==> src/rtl/core/vspd_pkg.sv <==
// shared types, widths and codes for the vision steering pid drive
// no dependencies; imported by every module of the block

package vspd_pkg;

    localparam int OP_W       = 1;
    localparam int TGT_W      = 2;
    localparam int X_W        = 9;
    localparam int POS_W      = 20;
    localparam int RANGE_W    = 10;
    localparam int DRIVE_W    = 16;
    localparam int REASON_W   = 2;

    localparam int GAIN_W     = 18;
    localparam int SPEED_W    = 16;
    localparam int DIST_W     = 19;
    localparam int TIMEOUT_W  = 16;
    localparam int CFG_IDX_W  = 3;
    localparam int CFG_DATA_W = 19;

    localparam int TICK_W     = 17;
    localparam int INTEG_W    = 24;
    localparam int OFF_W      = 10;
    localparam int DIFF_W     = OFF_W + 1;
    localparam int TURN_W     = 18;
    localparam int FAC_W      = 20;
    localparam int TURN_LIM   = 65536;

    localparam int IMAGE_CENTER_DEF      = 160;
    localparam int MIN_TRUSTED_RANGE_DEF = 15;

    // digit-serial multiplier
    localparam int MUL_M_W   = 18;
    localparam int DIG_W     = 4;
    localparam int MUL_SH_W  = 24;
    localparam int MUL_P_W   = MUL_M_W + MUL_SH_W;
    localparam int MUL_CNT_W = 3;
    localparam int SUM_W     = MUL_P_W + 2;

    localparam logic [MUL_CNT_W-1:0] DIGS_OFF   = MUL_CNT_W'(3);
    localparam logic [MUL_CNT_W-1:0] DIGS_INTEG = MUL_CNT_W'(MUL_SH_W / DIG_W);
    localparam logic [MUL_CNT_W-1:0] DIGS_FAC   = MUL_CNT_W'(FAC_W / DIG_W);

    typedef enum logic [OP_W-1:0] {
        OP_START = 1'b0,
        OP_TICK  = 1'b1
    } t_op;

    typedef enum logic [REASON_W-1:0] {
        REASON_RUN     = 2'd0,
        REASON_DIST    = 2'd1,
        REASON_RANGE   = 2'd2,
        REASON_TIMEOUT = 2'd3
    } t_reason;

    typedef enum logic [CFG_IDX_W-1:0] {
        CFG_PROP    = 3'd0,
        CFG_INTEG   = 3'd1,
        CFG_DERIV   = 3'd2,
        CFG_SPEED   = 3'd3,
        CFG_MAXDIST = 3'd4,
        CFG_STOPRNG = 3'd5,
        CFG_TIMEOUT = 3'd6
    } t_cfg_idx;

    typedef enum logic [2:0] {
        S_IDLE,
        S_EVAL,
        S_INTEG,
        S_MUL_START,
        S_MUL_WAIT,
        S_TURN,
        S_OUT
    } t_state;

    typedef enum logic [2:0] {
        TERM_PROP,
        TERM_INTEG,
        TERM_DERIV,
        TERM_LEFT,
        TERM_RIGHT
    } t_term;

    typedef struct packed {
        logic [GAIN_W-1:0]    prop_gain;
        logic [GAIN_W-1:0]    integ_gain;
        logic [GAIN_W-1:0]    deriv_gain;
        logic [SPEED_W-1:0]   base_speed;
        logic [DIST_W-1:0]    max_distance;
        logic [RANGE_W-1:0]   stop_range;
        logic [TIMEOUT_W-1:0] timeout_ticks;
    } t_cfg;

    typedef struct packed {
        logic                 start;
        logic [MUL_M_W-1:0]   multiplicand;
        logic [MUL_SH_W-1:0]  operand;
        logic [MUL_CNT_W-1:0] digits;
    } t_mul_req;

endpackage

==> src/rtl/core/vspd_cfg_regs.sv <==
// configuration register file, one write port
// depends on vspd_pkg

module vspd_cfg_regs (
    input  logic                          i_clk,
    input  logic                          i_rst_n,
    input  logic                          i_cfg_valid,
    output logic                          o_cfg_ready,
    input  logic [vspd_pkg::CFG_IDX_W-1:0]  i_cfg_index,
    input  logic [vspd_pkg::CFG_DATA_W-1:0] i_cfg_data,
    output vspd_pkg::t_cfg                o_cfg
);
    import vspd_pkg::*;

    t_cfg r_cfg;
    t_cfg n_cfg;

    assign o_cfg_ready = 1'b1;
    assign o_cfg       = r_cfg;

    always_comb begin
        n_cfg = r_cfg;
        if (i_cfg_valid) begin
            unique case (i_cfg_index)
                CFG_PROP:    n_cfg.prop_gain     = i_cfg_data[GAIN_W-1:0];
                CFG_INTEG:   n_cfg.integ_gain    = i_cfg_data[GAIN_W-1:0];
                CFG_DERIV:   n_cfg.deriv_gain    = i_cfg_data[GAIN_W-1:0];
                CFG_SPEED:   n_cfg.base_speed    = i_cfg_data[SPEED_W-1:0];
                CFG_MAXDIST: n_cfg.max_distance  = i_cfg_data[DIST_W-1:0];
                CFG_STOPRNG: n_cfg.stop_range    = i_cfg_data[RANGE_W-1:0];
                CFG_TIMEOUT: n_cfg.timeout_ticks = i_cfg_data[TIMEOUT_W-1:0];
                default:     n_cfg = r_cfg;
            endcase
        end
    end

    always_ff @(posedge i_clk) begin
        if (!i_rst_n) begin
            r_cfg <= '0;
        end else begin
            r_cfg <= n_cfg;
        end
    end

endmodule

==> src/rtl/core/vspd_digit_mult.sv <==
// digit-serial signed multiplier, msb digit first, 4 bits a cycle
// depends on vspd_pkg

module vspd_digit_mult (
    input  logic                                i_clk,
    input  logic                                i_rst_n,
    input  vspd_pkg::t_mul_req                  i_req,
    output logic                                o_done,
    output logic signed [vspd_pkg::MUL_P_W-1:0] o_product
);
    import vspd_pkg::*;

    logic signed [MUL_M_W-1:0]     r_m;
    logic signed [MUL_M_W-1:0]     n_m;
    logic [MUL_SH_W-1:0]           r_sh;
    logic [MUL_SH_W-1:0]           n_sh;
    logic [MUL_CNT_W-1:0]          r_cnt;
    logic [MUL_CNT_W-1:0]          n_cnt;
    logic                          r_first;
    logic                          n_first;
    logic                          r_done;
    logic                          n_done;
    logic signed [MUL_P_W-1:0]     r_p;
    logic signed [MUL_P_W-1:0]     n_p;
    logic signed [DIG_W:0]         dig;
    logic signed [MUL_M_W+DIG_W:0] dprod;

    assign o_done    = r_done;
    assign o_product = r_p;

    // top digit carries the sign, the rest are unsigned
    always_comb begin
        if (r_first) begin
            dig = $signed({r_sh[MUL_SH_W-1], r_sh[MUL_SH_W-1 -: DIG_W]});
        end else begin
            dig = $signed({1'b0, r_sh[MUL_SH_W-1 -: DIG_W]});
        end
        dprod = r_m * dig;
    end

    always_comb begin
        n_m     = r_m;
        n_sh    = r_sh;
        n_cnt   = r_cnt;
        n_first = r_first;
        n_p     = r_p;
        n_done  = 1'b0;
        if (i_req.start) begin
            n_m     = $signed(i_req.multiplicand);
            n_sh    = i_req.operand;
            n_cnt   = i_req.digits;
            n_first = 1'b1;
        end else if (r_cnt != '0) begin
            if (r_first) begin
                n_p = MUL_P_W'(dprod);
            end else begin
                n_p = (r_p <<< DIG_W) + MUL_P_W'(dprod);
            end
            n_sh    = r_sh << DIG_W;
            n_cnt   = r_cnt - MUL_CNT_W'(1);
            n_first = 1'b0;
            n_done  = (r_cnt == MUL_CNT_W'(1));
        end
    end

    always_ff @(posedge i_clk) begin
        if (!i_rst_n) begin
            r_cnt   <= '0;
            r_first <= 1'b0;
            r_done  <= 1'b0;
        end else begin
            r_cnt   <= n_cnt;
            r_first <= n_first;
            r_done  <= n_done;
        end
    end

    always_ff @(posedge i_clk) begin
        r_m  <= n_m;
        r_sh <= n_sh;
        r_p  <= n_p;
    end

endmodule

==> src/rtl/core/vision_steering_pid_drive.sv <==
// Vision steering drive: a start word opens a run, each tick word either stops the run
// (distance, trusted sonar range or timeout, in that priority; an untrusted near range still
// outranks timeout as the reason) or steers toward the target with a PID turn term and splits
// base speed into left and right Q1.15 drives. One word in gives one word out. Start, stop,
// finished and no-target ticks pass the evaluate and output states; a tick that steers on a
// target also uses the single 18 x 4 bit digit-serial multiplier that forms the three PID
// terms and the two drive products (22 digits in all, plus load and accumulate steps). The
// output register lets a new word be accepted while the last result is still stalled.

module vision_steering_pid_drive #(
    parameter int IMAGE_CENTER      = vspd_pkg::IMAGE_CENTER_DEF,
    parameter int MIN_TRUSTED_RANGE = vspd_pkg::MIN_TRUSTED_RANGE_DEF
) (
    input  logic                             i_clk,
    input  logic                             i_rst_n,

    input  logic                             i_cfg_valid,
    output logic                             o_cfg_ready,
    input  logic [vspd_pkg::CFG_IDX_W-1:0]   i_cfg_index,
    input  logic [vspd_pkg::CFG_DATA_W-1:0]  i_cfg_data,

    input  logic                             i_in_valid,
    output logic                             o_in_stall,
    input  logic [vspd_pkg::OP_W-1:0]        i_operation,
    input  logic [vspd_pkg::TGT_W-1:0]       i_target_count,
    input  logic [vspd_pkg::X_W-1:0]         i_first_x,
    input  logic [vspd_pkg::X_W-1:0]         i_second_x,
    input  logic signed [vspd_pkg::POS_W-1:0] i_left_position,
    input  logic signed [vspd_pkg::POS_W-1:0] i_right_position,
    input  logic [vspd_pkg::RANGE_W-1:0]     i_sonar_range,

    output logic                             o_out_valid,
    input  logic                             i_out_stall,
    output logic signed [vspd_pkg::DRIVE_W-1:0] o_left_drive,
    output logic signed [vspd_pkg::DRIVE_W-1:0] o_right_drive,
    output logic                             o_finished,
    output logic [vspd_pkg::REASON_W-1:0]    o_stop_reason
);
    import vspd_pkg::*;

    localparam int CEN2   = 2 * IMAGE_CENTER;
    localparam int OFF_CW = $clog2(CEN2 + 1024) + 1;
    localparam logic signed [OFF_CW-1:0] OFF_CEN = OFF_CW'(CEN2);
    localparam logic signed [OFF_CW-1:0] OFF_MAX = OFF_CW'(511);
    localparam logic signed [OFF_CW-1:0] OFF_MIN = OFF_CW'(-512);
    localparam int ISUM_W = INTEG_W + 2;
    localparam int QW     = MUL_P_W - 16;

    function automatic logic [DRIVE_W-1:0] clamp_q15(input logic signed [QW-1:0] v);
        logic [DRIVE_W-1:0] r;
        if (v > QW'(32767)) begin
            r = 16'h7fff;
        end else if (v < -QW'(32768)) begin
            r = 16'h8000;
        end else begin
            r = v[DRIVE_W-1:0];
        end
        return r;
    endfunction

    function automatic logic [DRIVE_W-1:0] neg_sat(input logic [DRIVE_W-1:0] v);
        logic [DRIVE_W-1:0] r;
        if (v == 16'h8000) begin
            r = 16'h7fff;
        end else begin
            r = DRIVE_W'(-$signed(v));
        end
        return r;
    endfunction

    t_cfg     cfg;
    t_mul_req mul_req;
    logic     mul_done;
    logic signed [MUL_P_W-1:0] mul_product;

    vspd_cfg_regs u_cfg (
        .i_clk       (i_clk),
        .i_rst_n     (i_rst_n),
        .i_cfg_valid (i_cfg_valid),
        .o_cfg_ready (o_cfg_ready),
        .i_cfg_index (i_cfg_index),
        .i_cfg_data  (i_cfg_data),
        .o_cfg       (cfg)
    );

    vspd_digit_mult u_mult (
        .i_clk     (i_clk),
        .i_rst_n   (i_rst_n),
        .i_req     (mul_req),
        .o_done    (mul_done),
        .o_product (mul_product)
    );

    // control state
    t_state  r_state, n_state;
    t_term   r_term, n_term;
    logic    r_run_done, n_run_done;
    logic    r_trusted, n_trusted;
    t_reason r_held, n_held;
    logic [TICK_W-1:0] r_tick, n_tick;
    logic    r_out_valid, n_out_valid;

    // controller state
    logic signed [INTEG_W-1:0] r_integral, n_integral;
    logic signed [OFF_W-1:0]   r_prev, n_prev;

    // captured word and working registers
    logic [OP_W-1:0]           r_op, n_op;
    logic [TGT_W-1:0]          r_tgt, n_tgt;
    logic [X_W-1:0]            r_x0, n_x0;
    logic [X_W-1:0]            r_x1, n_x1;
    logic signed [POS_W-1:0]   r_lpos, n_lpos;
    logic signed [POS_W-1:0]   r_rpos, n_rpos;
    logic [RANGE_W-1:0]        r_range, n_range;
    logic signed [OFF_W-1:0]   r_off, n_off;
    logic signed [DIFF_W-1:0]  r_diff, n_diff;
    logic signed [SUM_W-1:0]   r_sum, n_sum;
    logic signed [TURN_W-1:0]  r_turn, n_turn;
    logic [DRIVE_W-1:0]        r_res_left, n_res_left;
    logic [DRIVE_W-1:0]        r_res_right, n_res_right;
    logic                      r_res_fin, n_res_fin;
    t_reason                   r_res_why, n_res_why;
    logic [DRIVE_W-1:0]        r_out_left, n_out_left;
    logic [DRIVE_W-1:0]        r_out_right, n_out_right;
    logic                      r_out_fin, n_out_fin;
    t_reason                   r_out_why, n_out_why;

    // stop checks and offset
    logic [POS_W:0]            abs_l;
    logic [POS_W:0]            abs_r;
    logic [POS_W+1:0]          dist2;
    logic                      at_dist;
    logic                      near;
    logic                      timed;
    logic [X_W:0]              pos2;
    logic signed [OFF_CW-1:0]  off_wide;
    logic signed [OFF_W-1:0]   off_sat;
    logic signed [ISUM_W-1:0]  isum;
    logic signed [INTEG_W-1:0] isum_sat;
    logic signed [FAC_W-1:0]   fac_a;
    logic signed [FAC_W-1:0]   fac_b;
    logic signed [QW-1:0]      prod_q;

    always_comb begin
        abs_l   = r_lpos[POS_W-1] ? (POS_W+1)'(-r_lpos) : (POS_W+1)'(r_lpos);
        abs_r   = r_rpos[POS_W-1] ? (POS_W+1)'(-r_rpos) : (POS_W+1)'(r_rpos);
        dist2   = (POS_W+2)'(abs_l) + (POS_W+2)'(abs_r);
        at_dist = dist2 >= (POS_W+2)'({cfg.max_distance, 1'b0});
        near    = r_range <= cfg.stop_range;
        timed   = r_tick > TICK_W'(cfg.timeout_ticks);

        if (r_tgt == TGT_W'(1)) begin
            pos2 = {r_x0, 1'b0};
        end else begin
            pos2 = (X_W+1)'(r_x0) + (X_W+1)'(r_x1);
        end
        off_wide = $signed(OFF_CW'(pos2)) - OFF_CEN;
        if (off_wide > OFF_MAX) begin
            off_sat = OFF_W'(OFF_MAX);
        end else if (off_wide < OFF_MIN) begin
            off_sat = OFF_W'(OFF_MIN);
        end else begin
            off_sat = off_wide[OFF_W-1:0];
        end

        isum = ISUM_W'(r_integral) + ISUM_W'(r_off) + ISUM_W'(r_prev);
        if (isum > ISUM_W'(8388607)) begin
            isum_sat = INTEG_W'(8388607);
        end else if (isum < -ISUM_W'(8388608)) begin
            isum_sat = INTEG_W'(-8388608);
        end else begin
            isum_sat = isum[INTEG_W-1:0];
        end

        fac_a  = FAC_W'(TURN_LIM) - FAC_W'(r_turn);
        fac_b  = FAC_W'(TURN_LIM) + FAC_W'(r_turn);
        prod_q = mul_product[MUL_P_W-1:16];
    end

    always_comb begin
        n_state     = r_state;
        n_term      = r_term;
        n_run_done  = r_run_done;
        n_trusted   = r_trusted;
        n_held      = r_held;
        n_tick      = r_tick;
        n_integral  = r_integral;
        n_prev      = r_prev;
        n_op        = r_op;
        n_tgt       = r_tgt;
        n_x0        = r_x0;
        n_x1        = r_x1;
        n_lpos      = r_lpos;
        n_rpos      = r_rpos;
        n_range     = r_range;
        n_off       = r_off;
        n_diff      = r_diff;
        n_sum       = r_sum;
        n_turn      = r_turn;
        n_res_left  = r_res_left;
        n_res_right = r_res_right;
        n_res_fin   = r_res_fin;
        n_res_why   = r_res_why;
        n_out_left  = r_out_left;
        n_out_right = r_out_right;
        n_out_fin   = r_out_fin;
        n_out_why   = r_out_why;
        n_out_valid = r_out_valid && i_out_stall;
        o_in_stall  = (r_state != S_IDLE);

        mul_req.start        = 1'b0;
        mul_req.multiplicand = cfg.prop_gain;
        mul_req.operand      = {{2{r_off[OFF_W-1]}}, r_off, 12'b0};
        mul_req.digits       = DIGS_OFF;

        unique case (r_state)
            S_IDLE: begin
                if (i_in_valid) begin
                    n_op    = i_operation;
                    n_tgt   = i_target_count;
                    n_x0    = i_first_x;
                    n_x1    = i_second_x;
                    n_lpos  = i_left_position;
                    n_rpos  = i_right_position;
                    n_range = i_sonar_range;
                    n_state = S_EVAL;
                end
            end
            S_EVAL: begin
                n_res_left  = '0;
                n_res_right = '0;
                n_res_fin   = 1'b0;
                n_res_why   = REASON_RUN;
                n_state     = S_OUT;
                if (r_op == OP_START) begin
                    n_integral = '0;
                    n_prev     = '0;
                    n_tick     = '0;
                    n_run_done = 1'b0;
                    n_held     = REASON_RUN;
                    n_trusted  = r_range >= RANGE_W'(MIN_TRUSTED_RANGE);
                end else if (r_run_done) begin
                    n_res_fin = 1'b1;
                    n_res_why = r_held;
                end else if (at_dist || (r_trusted && near) || timed) begin
                    n_run_done = 1'b1;
                    n_res_fin  = 1'b1;
                    if (at_dist) begin
                        n_held    = REASON_DIST;
                        n_res_why = REASON_DIST;
                    end else if (near) begin
                        n_held    = REASON_RANGE;
                        n_res_why = REASON_RANGE;
                    end else begin
                        n_held    = REASON_TIMEOUT;
                        n_res_why = REASON_TIMEOUT;
                    end
                end else begin
                    if (r_tick != '1) begin
                        n_tick = r_tick + TICK_W'(1);
                    end
                    if (r_tgt == '0) begin
                        n_res_left  = cfg.base_speed;
                        n_res_right = neg_sat(cfg.base_speed);
                    end else begin
                        n_off   = off_sat;
                        n_state = S_INTEG;
                    end
                end
            end
            S_INTEG: begin
                n_integral = isum_sat;
                n_diff     = DIFF_W'(r_off) - DIFF_W'(r_prev);
                n_prev     = r_off;
                n_sum      = '0;
                n_term     = TERM_PROP;
                n_state    = S_MUL_START;
            end
            S_MUL_START: begin
                mul_req.start = 1'b1;
                case (r_term)
                    TERM_INTEG: begin
                        mul_req.multiplicand = cfg.integ_gain;
                        mul_req.operand      = r_integral;
                        mul_req.digits       = DIGS_INTEG;
                    end
                    TERM_DERIV: begin
                        mul_req.multiplicand = cfg.deriv_gain;
                        mul_req.operand      = {r_diff[DIFF_W-1], r_diff, 12'b0};
                        mul_req.digits       = DIGS_OFF;
                    end
                    TERM_LEFT: begin
                        mul_req.multiplicand = MUL_M_W'($signed(cfg.base_speed));
                        mul_req.operand      = {fac_a, {DIG_W{1'b0}}};
                        mul_req.digits       = DIGS_FAC;
                    end
                    TERM_RIGHT: begin
                        mul_req.multiplicand = MUL_M_W'($signed(cfg.base_speed));
                        mul_req.operand      = {fac_b, {DIG_W{1'b0}}};
                        mul_req.digits       = DIGS_FAC;
                    end
                    default: begin
                        mul_req.multiplicand = cfg.prop_gain;
                    end
                endcase
                n_state = S_MUL_WAIT;
            end
            S_MUL_WAIT: begin
                if (mul_done) begin
                    case (r_term)
                        TERM_PROP: begin
                            n_sum   = r_sum + SUM_W'(mul_product);
                            n_term  = TERM_INTEG;
                            n_state = S_MUL_START;
                        end
                        TERM_INTEG: begin
                            n_sum   = r_sum + SUM_W'(mul_product);
                            n_term  = TERM_DERIV;
                            n_state = S_MUL_START;
                        end
                        TERM_DERIV: begin
                            n_sum   = r_sum + SUM_W'(mul_product);
                            n_state = S_TURN;
                        end
                        TERM_LEFT: begin
                            n_res_left = clamp_q15(prod_q);
                            n_term     = TERM_RIGHT;
                            n_state    = S_MUL_START;
                        end
                        default: begin
                            n_res_right = neg_sat(clamp_q15(prod_q));
                            n_state     = S_OUT;
                        end
                    endcase
                end
            end
            S_TURN: begin
                if (r_sum > SUM_W'(TURN_LIM)) begin
                    n_turn = TURN_W'(TURN_LIM);
                end else if (r_sum < -SUM_W'(TURN_LIM)) begin
                    n_turn = -TURN_W'(TURN_LIM);
                end else begin
                    n_turn = r_sum[TURN_W-1:0];
                end
                n_term  = TERM_LEFT;
                n_state = S_MUL_START;
            end
            S_OUT: begin
                if (!r_out_valid || !i_out_stall) begin
                    n_out_left  = r_res_left;
                    n_out_right = r_res_right;
                    n_out_fin   = r_res_fin;
                    n_out_why   = r_res_why;
                    n_out_valid = 1'b1;
                    n_state     = S_IDLE;
                end
            end
            default: n_state = S_IDLE;
        endcase
    end

    always_ff @(posedge i_clk) begin
        if (!i_rst_n) begin
            r_state     <= S_IDLE;
            r_term      <= TERM_PROP;
            r_run_done  <= 1'b1;
            r_trusted   <= 1'b1;
            r_held      <= REASON_RUN;
            r_tick      <= '0;
            r_out_valid <= 1'b0;
            r_integral  <= '0;
            r_prev      <= '0;
        end else begin
            r_state     <= n_state;
            r_term      <= n_term;
            r_run_done  <= n_run_done;
            r_trusted   <= n_trusted;
            r_held      <= n_held;
            r_tick      <= n_tick;
            r_out_valid <= n_out_valid;
            r_integral  <= n_integral;
            r_prev      <= n_prev;
        end
    end

    always_ff @(posedge i_clk) begin
        r_op        <= n_op;
        r_tgt       <= n_tgt;
        r_x0        <= n_x0;
        r_x1        <= n_x1;
        r_lpos      <= n_lpos;
        r_rpos      <= n_rpos;
        r_range     <= n_range;
        r_off       <= n_off;
        r_diff      <= n_diff;
        r_sum       <= n_sum;
        r_turn      <= n_turn;
        r_res_left  <= n_res_left;
        r_res_right <= n_res_right;
        r_res_fin   <= n_res_fin;
        r_res_why   <= n_res_why;
        r_out_left  <= n_out_left;
        r_out_right <= n_out_right;
        r_out_fin   <= n_out_fin;
        r_out_why   <= n_out_why;
    end

    assign o_out_valid   = r_out_valid;
    assign o_left_drive  = r_out_left;
    assign o_right_drive = r_out_right;
    assign o_finished    = r_out_fin;
    assign o_stop_reason = r_out_why;

endmodule

==> config.mk <==
export PLATFORM = sky130hd
export DESIGN_NAME = vision_steering_pid_drive
export DESIGN_NICKNAME = d
export VERILOG_FILES = /design/src/rtl/core/vspd_pkg.sv /design/src/rtl/core/vspd_cfg_regs.sv /design/src/rtl/core/vspd_digit_mult.sv /design/src/rtl/core/vision_steering_pid_drive.sv
export SDC_FILE = /design/constraint.sdc
export NUM_CORES = 1
export LEC_CHECK = 0
export BUFFER_PORTS_ARGS = -buffer_cell sky130_fd_sc_hd__buf_2
export CORE_ASPECT_RATIO = 1.25
export CORE_MARGIN = 3
export CORE_UTILIZATION = 63
export CTS_CLUSTER_DIAMETER = 60
export CTS_CLUSTER_SIZE = 12
export DETAILED_ROUTE_END_ITERATION = 8
export PLACE_DENSITY_LB_ADDON = 0.08
export SETUP_SLACK_MARGIN = 0.15
export SYNTH_ARGS = -nofsm -noshare
export SYNTH_HDL_FRONTEND = slang
export SYNTH_SLANG_ARGS = --single-unit
export TNS_END_PERCENT = 5
==> constraint.sdc <==
create_clock -name i_clk -period 10.8 [get_ports i_clk]
set_clock_uncertainty 0.05 [all_clocks]
set_input_delay 3.24 -clock i_clk [delete_from_list [all_inputs] [get_ports i_clk]]
set_output_delay 3.24 -clock i_clk [all_outputs]
set_load 0.03 [all_outputs]
### Word level (Yosys, flattened, before mapping)

Index checks and enable logic that the tools add are counted.

* logic and storage cells: 230
* output and inout bits: 38
* bits of input ports: 98
* bits in registers: 490

* reductions and logical operators: 45
* multipliers: 1
* bitwise gates (word level): 7
* eq/ne operators: 33
* $lt $le $gt $ge: 12
* add/subtract/negate cells: 16
* mux-type cells: 74

Operator list (number)
* 16-bit 2-to-1 mux: 19
* 24-bit 2-to-1 mux: 5
* 27-bit one-hot mux with 4 select lines: 1
* 44-bit 2-to-1 mux: 2
* 44-bit one-hot mux with 2 select lines: 1
* 17-bit 2-to-1 mux: 4
* 16-bit one-hot mux with 2 select lines: 2
* 18-bit one-hot mux with 3 select lines: 1
* 24-bit one-hot mux with 2 select lines: 1
* 46-bit 2-to-1 mux: 1
* 44-bit by 42-bit adder with 44-bit output: 1
* 44-bit by 18-bit > comparator with 1-bit output, second input constant: 1
* 44-bit by 17-bit less-than comparator with 1-bit output, second input constant: 1
* 42-bit by 23-bit adder with 42-bit output: 1
* 21-bit 2-to-1 mux: 2
* 42-bit 2-to-1 mux: 1
* 20-bit negation with 21-bit output: 2
* 16-bit equality test, second input constant: 2
* 16-bit negation: 2
* 10-bit 2-to-1 mux: 3
* 3-bit 2-to-1 mux: 10
* 25-bit by 10-bit adder with 26-bit output: 1
* 26-bit by 16-bit > comparator with 1-bit output, second input constant: 1
* 26-bit by 24-bit > comparator with 1-bit output, second input constant: 1
* 49 further kinds: 122

### Depth between registers and ports, before layout

Gate-level depths: netlist (run 1).

* depth in word-level cells: 11
* mapped depth: 30
* mapped depth without buffers: 29

### Cells and area by module

From an unflattened synthesis (run 1), not the netlist that was laid out.

* cell total of the unflattened synthesis: 3588
* area total of the unflattened synthesis: 34130.2 µm²

Modules (own cells, without submodules)
* vision_steering_pid_drive: seq. area each 7967.6 µm², instances 1, cells an instance 2269, area each 21055.2 µm²
* vspd_digit_mult: seq. area each 2622.5 µm², instances 1, cells an instance 918, area each 8887.3 µm²
* vspd_cfg_regs: seq. area each 2302.2 µm², instances 1, cells an instance 401, area each 4187.8 µm²

### Worst setup path after synthesis (run 1)

OpenSTA, ideal clock, no wires.

* path type: register -> register
* from: reg u_mult.r_sh[23]
* to: reg u_mult.r_p[40] (netlist: u_mult.o_product[40]), data pin
* setup time: 0.271 ns
* clock period less this slack: 8.220 ns
* slack: 2.580 ns
* arrival time: 7.899 ns
* buffers on the path: 2
* required time: 10.479 ns
* cell stages (with the launch flop): 30
* cells stage by stage: edfxtp_1 > clkbuf_1 > nand2_1 > clkbuf_1 > nor2_1 > fa_1 > inv_1 > fa_1 > fa_1 > inv_1 > ha_1 > o21ai_0 > a21boi_0 > and3_1 > a311oi_1 > o21ai_0 > a2111oi_0 > nor3_1 > xnor2_1 > ha_1 > a21o_1 > a21o_1 > a21o_1 > a21oi_1 > o21ai_0 > and3_1 > or3_1 > a31oi_1 > xor2_1 > o21ai_0

* cells in the longest elaborated chain, start to end: 4

RTL lines
* start, declared: line vspd_digit_mult.sv:15 `logic [MUL_SH_W-1:0] r_sh;`
* start signal, assigned: line vspd_digit_mult.sv:80 `r_sh <= n_sh;`
* 5-bit 2-to-1 mux *: line vspd_digit_mult.sv:33 `if (r_first) begin`
* 18-bit by 5-bit multiplier with 23-bit output *: line vspd_digit_mult.sv:38 `dprod = r_m * dig;`
* 42-bit by 23-bit adder with 42-bit output: line vspd_digit_mult.sv:57 `n_p = (r_p <<< DIG_W) + MUL_P_W'(dprod);`
* 42-bit 2-to-1 mux *: line vspd_digit_mult.sv:54 `if (r_first) begin`
* end signal, assigned: line vspd_digit_mult.sv:81 `r_p <= n_p;`
* end, declared: line vspd_digit_mult.sv:23 `logic signed [MUL_P_W-1:0] r_p;`

Every way passes the cells marked *; elsewhere a longest branch is shown, timed or not.
A chain may end at the register's enable or synchronous reset.

### Final worst setup path (run 1)

* from: reg u_mult.r_sh[23]
* to: reg u_mult.r_p[34] (netlist: u_mult.o_product[34]), data pin

Same word-level chain as after synthesis.

==> results.cfg, run 1 <==
[global_route]
grtUsageTotal = 0.309
grt_max_degree = 121
grt_pass1_vias = 26800
grt_pass1_wl_microns = 137000
grt_overflow = 0
antenna_found_initial = 8

[clocking]
cts_tree = done
clk_latency_ps = 600
cts_max_level = 2
post_cts_buffers = 0
clk_pin_slew_worst_paths_ps = 60
cts.sinks = 490
cts_resized = 0
cts_made_buffers = 51
cts-root-buf = clkbuf_16
postCtsHoldBufs = 0
cts.path.max_buffers = 3

[yosys]
synth_common_cells = nand2_1, a21oi_1, edfxtp_1
yosysMostFrequentCell = nand2_1
synth_area_leader_cell = edfxtp_1
avgSynthCellArea_sq_um = 9.20
yosysSeqAreaShare = 0.393
synth_area_leaders = edfxtp_1, dfxtp_1, ha_1, a21oi_1, fa_1
synth_seq_cells = 490
yosys_warnings = 0
synth_cell_types = 78
ys.flop_type = edfxtp_1
synth_cells = 3566
async_flop_share = 0
synth_edf_count = 308
synth_top_area_share = 0.282
syn_area_sq_um = 32800

[routing]
drt_iter0_markers = 2345
dr.pass1.iters = 8
via_per_inst = 6.18
ant_nets = 0
routed_wl_microns = 86300
num_vias = 26800
drcViolationCount = 0
wl_per_cell_microns = 19.9

[timing]
slew_headroom = 0.139
setup_tns_ps = 0
period_needed_ps = 8690
slew_viol_final = 0
worst_pin_slew_ps = 1290
final.period_utilization = 0.805
rsz0062_at_grt = no
finalHoldViolCount = 0
fmaxAchievable_mhz = 115
setup-violations-final = 0

[critical_path]
crit_type = reg2reg
critPathMostFrequentCell = o21ai_0
rr_worst_depth = 27
worstPathMaxFanout = 23
worstPathRequired_ps = 11040
critPathSlowestCell = edfxtp_1
cp-end-kind = flip-flop
worst_setup_path_start_kind = flip-flop
cpPeakStageDelay_ps = 670
cp_data_arrival_time_ps = 8940

[worst_hold_path]
min_path_cells = 0
min_path_type = reg2reg

[finish]
final_nets = 4073
instances_no_fill = 4337
fillers = 3992
syn_to_final_growth_pct = 8.35
drive_gt1_frac = 0.0786
fin_util = 0.697

[pwr]
p_leak_nw = 14.2
powerDensity_nw_per_um2 = 276
peakVddDrop_v = 0.000193

[die]
die_area_sq_um = 54900
start_util = 0.643
die_w_microns = 210
row_count = 92
core_sq_um = 51000
die_h_microns = 261
ios = 136

[flow_run]
max_cap_violations = 0

[placed_design]
globalplace.congestion = 0.937
io_buffers = 134
place_inst = 4248
hpwl_microns = 65200

[outcome]
status = finished clean
## logic make-up after synthesis
group	count (synthesis)	share of synthesized area
AO/OA/AOI/OAI	966	0.180
flip-flops	490	0.393
adder cells (fa/ha/maj)	332	0.146
XOR/XNOR	206	0.0550
multiplexers	48	0.0156
AND/OR/NAND/NOR	1140	0.165
buffers and inverters	382	0.0444
other	2	0.000229
## power by group
group	total (mW)	internal, mW	switching [mW]
Combinational	5.29	2.23	3.05
Sequential	2.85	2.51	0.340
Clock	1.65	0.919	0.736
Total	9.79	5.67	4.13
## layout make-up
| type | count | area [sq um] | area share |
|---|---|---|---|
| flip-flops and latches | 490 | 12900 | 0.363 |
| clock inverters | 10 | 73.8 | 0.00208 |
| clock buffers | 78 | 1440 | 0.0405 |
| inverters | 245 | 922 | 0.0259 |
| diodes | 1 | 2.50 | 0.0000704 |
| repair buffers | 160 | 866 | 0.0244 |
| well taps | 658 | 823 | 0.0232 |
| multi-input cells | 2695 | 18500 | 0.521 |
## cell usage in the layout, fill, tap and decap left out, types with 21 or more instances in the layout
| cell | count |
|---|---|
| nand2_1 | 438 |
| a21oi_1 | 344 |
| edfxtp_1 | 308 |
| ha_1 | 246 |
| inv_1 | 244 |
| o21ai_0 | 237 |
| nor2_1 | 224 |
| dfxtp_1 | 181 |
| xnor2_1 | 136 |
| buf_2 | 134 |
| and2_1 | 100 |
| a21o_1 | 97 |
| fa_1 | 86 |
| xor2_1 | 69 |
| nor3_1 | 57 |
| nand2b_1 | 54 |
| clkbuf_16 | 53 |
| nand3_1 | 39 |
| nor2b_1 | 37 |
| nand4_1 | 35 |
| and3_1 | 34 |
| or3_1 | 33 |
| a22oi_1 | 31 |
| o21a_1 | 27 |
| a31oi_1 | 27 |
| buf_4 | 26 |
| mux2_2 | 24 |
| mux2i_1 | 24 |
| o31ai_1 | 23 |
| clkbuf_1 | 23 |
| nor4_1 | 22 |
| a211oi_1 | 21 |
## metrics by stage
step | power (mW) | instance area, sq um | hold slack (ps) | setup WS [ps]
2_1_floorplan | 6.84 | 32800 | 350 | 2580
3_3_place_gp | 7.87 | 34000 | 356 | 2520
3_5_place_dp | 8.09 | 34000 | 358 | 2180
4_1_cts | 9.78 | 35500 | 372 | 2150
5_1_grt | 10.5 | 35500 | 374 | 1590
6_report | 9.79 | 35500 | 370 | 2110
## registers in the layout (all words and copies together), names as in the netlist, 11 cells and up
| signal | flops |
|---|---|
| r_sum | 44 |
| r_lpos | 20 |
| r_turn | 18 |
| r_rpos | 20 |
| o_left_drive | 16 |
| u_mult.o_product | 42 |
| u_mult.r_m | 18 |
| u_cfg.o_cfg | 115 |
| o_right_drive | 16 |
| r_res_right | 16 |
| r_integral | 24 |
| u_mult.r_sh | 24 |
| r_res_left | 16 |
| r_tick | 17 |
| r_diff | 11 |
## critical path, delay by kind of cell, from the launching register on
| kind | cells | cell delay, ps |
|---|---|---|
| AOI/OAI and AO/OA | 14 | 3460 |
| adders and majority gates | 5 | 2270 |
| and+or+nand+nor | 5 | 1420 |
| DFF | 1 | 670 |
| buffers and inverters | 2 | 380 |
| xor gates and xnor gates | 1 | 140 |
## per-layer routing
layer / track usage / vias up / part of all wire
li1: - / 12800 / -
met1: 0.366 / 12800 / 0.38
met2: 0.545 / 906 / 0.50
met3: 0.0436 / 270 / 0.059
met4: 0.168 / 12 / 0.061
met5: 0 / - / 0.00093
## worst paths after layout
check | endpoint | from | slack [ps]
hold reg to reg | o_right_drive[9] | r_res_right[9] | 370
hold / removal | o_right_drive[9] | r_res_right[9] | 370
setup reg to reg | u_mult.o_product[34] | u_mult.r_sh[23] | 2110
setup / recovery | u_mult.o_product[34] | u_mult.r_sh[23] | 2110
Note: power is estimated with default switching activity, not from simulation.
==> run 2, diff against run 1 <==
--- a/config.mk
+++ b/config.mk
@@ -8,7 +8,7 @@
 export BUFFER_PORTS_ARGS = -buffer_cell sky130_fd_sc_hd__buf_2
 export CORE_ASPECT_RATIO = 1.25
 export CORE_MARGIN = 3
-export CORE_UTILIZATION = 63
+export CORE_UTILIZATION = 57
 export CTS_CLUSTER_DIAMETER = 60
 export CTS_CLUSTER_SIZE = 12
 export DETAILED_ROUTE_END_ITERATION = 8
==> constraint.sdc (replaced) <==
create_clock -name i_clk -period 7.2 [get_ports i_clk]
set_clock_uncertainty 0.05 [all_clocks]
set_input_delay 2.16 -clock i_clk [delete_from_list [all_inputs] [get_ports i_clk]]
set_output_delay 2.16 -clock i_clk [all_outputs]
set_load 0.03 [all_outputs]
==> results.cfg, run 2 (synthesis gave the netlist of run 1 again) <==
[outcome]
status = finished clean

[critical_path]
cp_data_arrival_time_ps = 7150
path_buf_inv = 5
worstPathRequired_ps = 7490
critPathSlowestCell = fa_1
cp-end-kind = flip-flop
worstPathMaxFanout = 8
crit_family = compound AO/OA/AOI/OAI gates
cpPeakStageDelay_ps = 540
worst_setup_path_start_kind = flip-flop
crit_type = reg2reg

[global_route]
grt_pass1_vias = 26600
grt_pass1_wl_microns = 139000
antenna_found_initial = 7
grt_max_degree = 99
grtUsageTotal = 0.291
grt_overflow = 0

[timing]
final.period_utilization = 0.953
period_needed_ps = 6860
slew_headroom = 0.221
slew_viol_final = 0
worst_pin_slew_ps = 1170
setup-violations-final = 0
finalHoldViolCount = 0
fmaxAchievable_mhz = 146
rsz0062_at_grt = yes

[die]
core_sq_um = 56600
die_h_microns = 274
ios = 136
row_count = 97
die_w_microns = 221
die_area_sq_um = 60500
start_util = 0.580

[routing]
drcViolationCount = 0
routedLengthMet1_microns = 35000
num_vias = 26800
via_per_inst = 5.97
routed_wl_microns = 88800
dr.max_layer_used = met5
dr.pass1.iters = 5
wl_per_cell_microns = 19.8
wl_met3_microns = 4900
drt_iter0_markers = 1868
ant_nets = 0
wl_met2_microns = 43900

[pwr]
powerDensity_nw_per_um2 = 432
p_leak_nw = 14.5
peakVddDrop_v = 0.000632

[finish]
largest_register_ffs = 115
final_common_cell = nand2_1
design_area_sq_um = 36400
fillers = 4780
final_nets = 4129
regArea_sq_um = 12900
instances_no_fill = 4483
drive_gt1_frac = 0.105
syn_to_final_growth_pct = 11.1
multi_input_area_sq_um = 18900
layout_common_cells = nand2_1, a21oi_1, edfxtp_1

[clocking]
postCtsHoldBufs = 0
clk_pin_slew_worst_paths_ps = 60
cts.sinks = 490
cts_tree = done
cts_max_level = 2
clk_latency_ps = 620
cts_made_buffers = 50
cts-root-buf = clkbuf_16
cts.path.max_buffers = 3

[placed_design]
postPlaceCellArea_sq_um = 34500
place_inst = 4371
hpwl_microns = 66300
globalplace.congestion = 0.905
io_buffers = 134

[worst_hold_path]
min_path_type = reg2reg

[flow_run]
max_cap_violations = 0
[run 2: where the power goes]
part / total, mW / internal (mW) / switching [mW]
clock: 2.49 / 1.37 / 1.13
combinational: 9.00 / 4.02 / 4.98
sequential: 4.27 / 3.77 / 0.503
[run 2: what timing repair did]
action	4_1_cts	5_1_grt
setup endpoints to repair	7	24
resized for setup	16	46
setup buffers	7	9
pin swaps	17	47
cloned	1	1
[run 2: per-layer routing]
layer	GRT usage	vias up
met1	0.349	12800
li1	-	13000
met5	0	-
met3	0.0457	238
met2	0.506	767
met4	0.143	6
[run 2: final cells by class]
cell class,instances,share of cell area
Clock inverter,8,0.00209
Inverter,245,0.0253
Multi-Input combinational cell,2696,0.518
Timing Repair Buffer,216,0.0361
Antenna cell,4,0.000275
Sequential cell,490,0.354
Clock buffer,82,0.0393
Tap cell,742,0.0255
[run 2: worst register-to-register path, delay by kind of cell, from the launching register on]
family	cells	cell delay (ps)
AO/OA/AOI/OAI	11	1940
adder cells (fa/ha/maj)	5	1890
AND/OR/NAND/NOR	7	1390
buffers and inverters	5	530
flip-flops	1	470
XOR/XNOR	2	320
[run 2: worst paths after layout]
| path | slack (ps) | end | cells past startpoint | startpoint |
|---|---|---|---|---|
| worst max-delay path | 340 | u_mult.o_product[40] | 30 | u_mult.r_sh[23] |
| worst min-delay path | 370 | o_stop_reason[0] | 0 | r_res_why[0] |
| worst max register to register | 340 | u_mult.o_product[40] | 30 | u_mult.r_sh[23] |
| worst min register to register | 370 | o_stop_reason[0] | 0 | r_res_why[0] |
[run 2: stage by stage]
step / hold slack [ps] / util / setup TNS (ps) / setup WS, ps / total power [mW]
2_1_floorplan: 350 / - / 0 / 170 / 10.3
3_3_place_gp: 352 / 0.610 / 0 / 42.7 / 12.4
3_5_place_dp: 361 / 0.610 / -186 / -82.9 / 12.6
4_1_cts: 376 / 0.639 / 0 / 140 / 15.3
5_1_grt: 378 / 0.644 / 0 / 26.7 / 16.9
6_report: 374 / 0.644 / 0 / 339 / 15.8
